### src/rtl/core/gn3_pkg.sv
package gn3_pkg;

  localparam int FRAC_BITS = 16;
  localparam int VW = 22;
  localparam int PW = 48;
  localparam int OUT_MAX = 131072;
  localparam int OUT_MIN = -131072;

  typedef logic signed [VW-1:0] val_t;
  typedef logic signed [PW-1:0] prod_t;

  typedef enum logic {
    OP_WRITE = 1'b0,
    OP_EVAL  = 1'b1
  } op_t;

  localparam val_t VAL_ONE = val_t'(64'sd1 <<< FRAC_BITS);

  function automatic val_t fx_round(input prod_t p);
    prod_t q;
    q = p + (prod_t'(1) <<< (FRAC_BITS - 1));
    return q[FRAC_BITS +: VW];
  endfunction

  function automatic val_t fx_mul(input val_t a, input val_t b);
    return fx_round(prod_t'(a) * prod_t'(b));
  endfunction

  function automatic val_t grad(input logic [3:0] h, input val_t x, input val_t y,
                                input val_t z);
    val_t u;
    val_t v;
    u = (h < 4'd8) ? x : y;
    if (h < 4'd4) begin
      v = y;
    end else if (h inside {4'd12, 4'd14}) begin
      v = x;
    end else begin
      v = z;
    end
    return (h[0] ? -u : u) + (h[1] ? -v : v);
  endfunction

  function automatic val_t lerp(input val_t w, input val_t a, input val_t b);
    return a + fx_mul(w, b - a);
  endfunction

endpackage

### src/rtl/core/gn3_fade.sv
module gn3_fade
  import gn3_pkg::*;
(
  input  logic        clk,
  input  logic [15:0] t,
  output val_t        fade
);

  val_t tv;
  val_t t_a;
  val_t p1;
  val_t t2;
  val_t t3;
  val_t inner;

  assign tv = val_t'({1'b0, t});

  always_ff @(posedge clk) begin
    t_a   <= tv;
    p1    <= fx_mul(tv, val_t'(6) * tv - val_t'(15) * VAL_ONE);
    t2    <= fx_mul(tv, tv);
    t3    <= fx_mul(t2, t_a);
    inner <= p1 + val_t'(10) * VAL_ONE;
    fade  <= fx_mul(t3, inner);
  end

endmodule

### config.mk
export PLATFORM = sky130hd
export DESIGN_NAME = gn3_fade
export DESIGN_NICKNAME = d
export VERILOG_FILES = /design/src/rtl/core/gn3_pkg.sv /design/src/rtl/core/gn3_fade.sv
export SDC_FILE = /design/constraint.sdc
export NUM_CORES = 2
export LEC_CHECK = 0
export ABC_AREA = 1
export BUFFER_PORTS_ARGS = -buffer_cell sky130_fd_sc_hd__buf_4
export CAP_MARGIN = 30
export CORE_MARGIN = 2
export CORE_UTILIZATION = 26
export DETAILED_ROUTE_END_ITERATION = 6
export RECOVER_POWER = 100
export SYNTH_ARGS = -nofsm -noshare
export SYNTH_HDL_FRONTEND = slang
export SYNTH_SLANG_ARGS = --single-unit
### constraint.sdc
create_clock -name clk -period 11.28 [get_ports clk]
set_clock_uncertainty 0.05 [all_clocks]
set_input_delay 1.692 -clock clk [delete_from_list [all_inputs] [get_ports clk]]
set_output_delay 1.692 -clock clk [all_outputs]
set_load 0.01 [all_outputs]
==> Yosys cells after proc, flatten, opt, wreduce, memory -nomap -nowiden <==
Index checks and enable logic that the tools add are counted.
{ "totals": {"ff_bits": 121, "in_bits": 17, "elab_cells": 17} }
{ "op_classes": {"n_addsub": 6, "mul": 5} }
{ "ops": {"columns": ["cell", "n"], "rows": [
  ["adder 38 x 17 -> 38 bit, second input constant", 3],
  ["multiplier 17 x 21 -> 38 bit", 1],
  ["multiplier 22 x 22 -> 38 bit", 1],
  ["adder 32 x 16 -> 33 bit, second input constant", 1],
  ["multiplier 17 x 16 -> 33 bit", 1],
  ["multiplier 16 x 16 -> 32 bit", 1],
  ["adder 22 x 21 -> 22 bit, second input constant", 1],
  ["subtractor 19 x 20 -> 21 bit, second input constant", 1],
  ["multiplier 2 x 16 -> 18 bit, first input constant", 1]
]} }

==> Longest topological paths before layout <==
{ "logic_depth": {"ltp_word": 4, "depth_mapped": 41, "ltp_nobuf": 38} }

==> Least setup slack after synthesis <==
OpenSTA, ideal clock, no wires.
{ "synth_timing": {"path_kind": "input to register", "startpoint": "input t[1]", "endpoint": "register p1[21]", "arrival_ps": 9041, "setup_slack_ps": 2076, "cell_stages": 36, "cell_sequence": "clkbuf_1 clkinv_1 clkbuf_1 fa_1 nand3b_1 nand2_1 nand3_1 nand3_1 nand2_1 o211ai_2 or2_1 nand2_1 buf_2 ha_1 clkbuf_1 clkbuf_1 nand2_1 fa_1 fa_1 fa_1 inv_1 fa_1 fa_1 inv_1 fa_1 inv_1 ha_1 nand2_1 nor2_1 inv_1 o21ai_0 a21oi_1 nand2_1 nand2_1 nand3b_1 nand2_1"} }
{ "synth_via": {"elab_chain_cells": 4} }
{ "synth_lines": {"columns": ["element", "line", "text"], "rows": [
  ["start, declared", "gn3_fade.sv:5", "input logic [15:0] t,"],
  ["multiplier 2 x 16 -> 18 bit", "gn3_fade.sv:20", "p1 <= fx_mul(tv, val_t'(6) * tv - val_t'(15) * VAL_ONE);"],
  ["subtractor 19 x 20 -> 21 bit", "gn3_fade.sv:20", null],
  ["multiplier 17 x 21 -> 38 bit (*)", "gn3_pkg.sv:26", "return fx_round(prod_t'(a) * prod_t'(b));"],
  ["adder 38 x 17 -> 38 bit (*)", "gn3_pkg.sv:21", "q = p + (prod_t'(1) <<< (FRAC_BITS - 1));"],
  ["end signal, assigned", "gn3_fade.sv:20", null],
  ["end, declared", "gn3_fade.sv:11", "val_t p1;"]
]} }
Mark *: on every way between the ends. The rest lies on a longest branch, timed or not.

==> Final worst setup path <==
{ "layout_timing": {"startpoint": "input t[7]", "endpoint": "register p1[16]"} }
The elaborated chain is that of the path after synthesis.

==> metrics.cfg <==
[sta]
max-slew-margin-rel_pct = -42.79
min_period_over_period_pct = 90.43
max_freq_mhz = 98.03
slew_viol_final = 97
finalSetupViolCount = 0
worst_slew_pin_slew_ns = 2.142
rsz0062_at_grt = no
fin_tns_setup_ns = 0
layout_min_cycle_time_ns = 10.20
final_hold_viol_count = 0

[flow_run]
maxCapViolCount = 4

[setup_path]
end_kind = flip-flop
critical_path_class = input port to flip-flop
slowest_stage = clkbuf_1
critPathArrivalTime_ns = 10.54
reg2reg_slack_ns = 4.06
crit_top_cell = fa_1
critPathMaxFanout = 24
max_stage_delay_ns = 1.51
required_ns = 11.62
startpoint_type = input port

[floorplanning]
initial_utilization_pct = 26.22
die_h_um = 425.9
coreArea_mm2 = 0.1765
ios = 39
die_area_mm2 = 0.1814
die_x_um = 425.9
row_count = 154

[placed_design]
gp_congestion = 0.9251
dpl-instance-area_mm2 = 0.04915
io_buffers = 38
dp_hpwl_um = 109600

[clock_network]
worstSkewPairLatency_ns = 0.51
clk_pin_slew_ns = 0.07
hold_buffers = 0
post_cts_resized = 0
htree_levels = 4
cts.sinks = 117
cts_root_buf = clkbuf_16
clk_path_buf_depth = 2
cts_tree = done
cts_setup_buffers = 0
cts_made_buffers = 17

[run_status]
status = finished with violations
violations = capacitance limit, slew limit

[detailed_routing]
drc = 0
antenna_left = 0
drt_wl_total_um = 130800
firstDrtPassIters = 7
drt_iter0_markers = 2035
vias = 35560
vias_per_cell = 4.411
wl_per_cell_um = 16.23

[global_route]
grt_max_degree = 35
grt_pass1_vias = 38800
track_usage_pct = 14.85
antenna_found_initial = 2
grt-ovfl-total = 0
grt_pass1_wl_um = 211100

[yosys]
synth_ff_type = dfxtp_1
ys_ff_latch = 117
syn_area_per_cell_um2 = 7.955
synthCells = 5817
synth_top_area_share_pct = 43.87
synthTopCellsByCount = 1,726 x inv_1, 1,302 x nand2_1, 1,014 x fa_1, 495 x ha_1, 317 x nor2_1
yosysWarnings = 0
synth_most_common_cell = inv_1
seq_area_frac_synth_pct = 5.061
yosysUniqueCellTypes = 61
synth_area_leaders = fa_1 44%, inv_1 14%, ha_1 13%, nand2_1 11%, dfxtp_1 5.1%
synth_edf_count = 0
synth_area_mm2 = 0.04628
synth_nets = 7343
async_flop_share_pct = 0
synth_top_area_cell = fa_1

[layout]
synthToLayoutAreaGrowth_pct = 7.187
layout-drive-gt1-share_pct = 2.761
stdcell_area_mm2 = 0.04960
nNetsFinal = 7235
fill_cells = 19140
antennaDiodeCount = 0

[worst_hold_path]
hold_path.class = flip-flop to flip-flop

-- placed cells by master (no fill, tap or decap), drive strengths merged --
master	count
a211oi	3
a21boi	7
a21o	12
a21oi	133
a221oi	5
a311oi	1
a31o	2
a31oi	19
and2	7
and3	3
buf	45
bufinv	2
clkbuf	46
clkinv	9
clkinvlp	4
dfxtp	117
fa	1014
ha	495
inv	1734
nand2	1324
nand2b	1
nand3	99
nand3b	10
nand4	34
nor2	329
nor3	22
nor4	7
o2111ai	1
o211ai	3
o21a	13
o21ai	75
o21bai	13
o221a	2
o22ai	1
o311ai	1
o31ai	1
or2	30
or3	1
xnor2	39
xor2	58
-- layout make-up --
cell class	count	area [µm²]	area share (%)
Inverter	1736	6516	13.14
Clock inverter	13	147.6	0.2976
Clock buffer	19	452.9	0.9131
Timing Repair Buffer	72	614.3	1.239
Multi-Input combinational cell	3765	36600	73.79
Tap cell	2340	2928	5.903
Sequential cell	117	2342	4.722
-- kinds of logic (layout without fill, tap and decap cells) --
family                   Yosys count  count (layout)  synth area share (%)
flip-flops                       117             117                 5.061
AO/OA/AOI/OAI                    292             292                 3.661
XOR/XNOR                          97              97                 1.925
adder cells (fa/ha/maj)         1509            1509                 57.25
buffers and inverters           1935            1840                 15.74
AND/OR/NAND/NOR                 1867            1867                 16.36
-- critical path, delay by kind of cell --
| family | cells | cell delay (ns) |
|---|---|---|
| compound gates | 7 | 1.14 |
| xor+xnor | 1 | 0.14 |
| fa+ha+maj | 9 | 4.83 |
| buf+inv | 5 | 1.74 |
| simple gates | 7 | 0.96 |
-- final timing paths --
check	to	depth (start not counted)	start
min	inner[1]$_DFF_P_	0	p1[1]$_DFF_P_
max	p1[16]$_DFF_P_	29	t[7]
min reg2reg	inner[1]$_DFF_P_	0	p1[1]$_DFF_P_
max reg2reg	t3[17]$_DFF_P_	25	t2[7]$_DFF_P_
-- per-layer routing --
layer	up-vias	part of all wire [%]	routed length (µm)	track usage, %
met5	-	0	0	0
met4	0	2.7	3486	4.205
met3	197	6.4	8369	2.438
met2	1098	47	61920	25.21
met1	17840	44	57040	19.38
li1	16430	-	-	-
-- through the flow --
step | worst slack (ns) | hold WS, ns | instances | util, %
floorplan | 2.076 | 0.2596 | 5817 | -
global placement | 1.322 | 0.2664 | 8020 | 27.71
detailed placement | 1.282 | 0.2643 | 8030 | 27.85
CTS | 1.810 | 0.2794 | 8062 | 28.19
global route | 0.6905 | 0.2857 | 8062 | 28.10
finish | 1.080 | 0.2798 | 8062 | 28.10
-- registers in the layout, indices dropped and copies added, names as in the netlist --
| register | count |
|---|---|
| inner | 22 |
| t3 | 18 |
| t_a | 16 |
| fade | 22 |
| p1 | 22 |
| t2 | 17 |
Power is left out: the tool's default activity adds up to more than one toggle a clock period on the data nets, which glitch-free logic cannot reach.
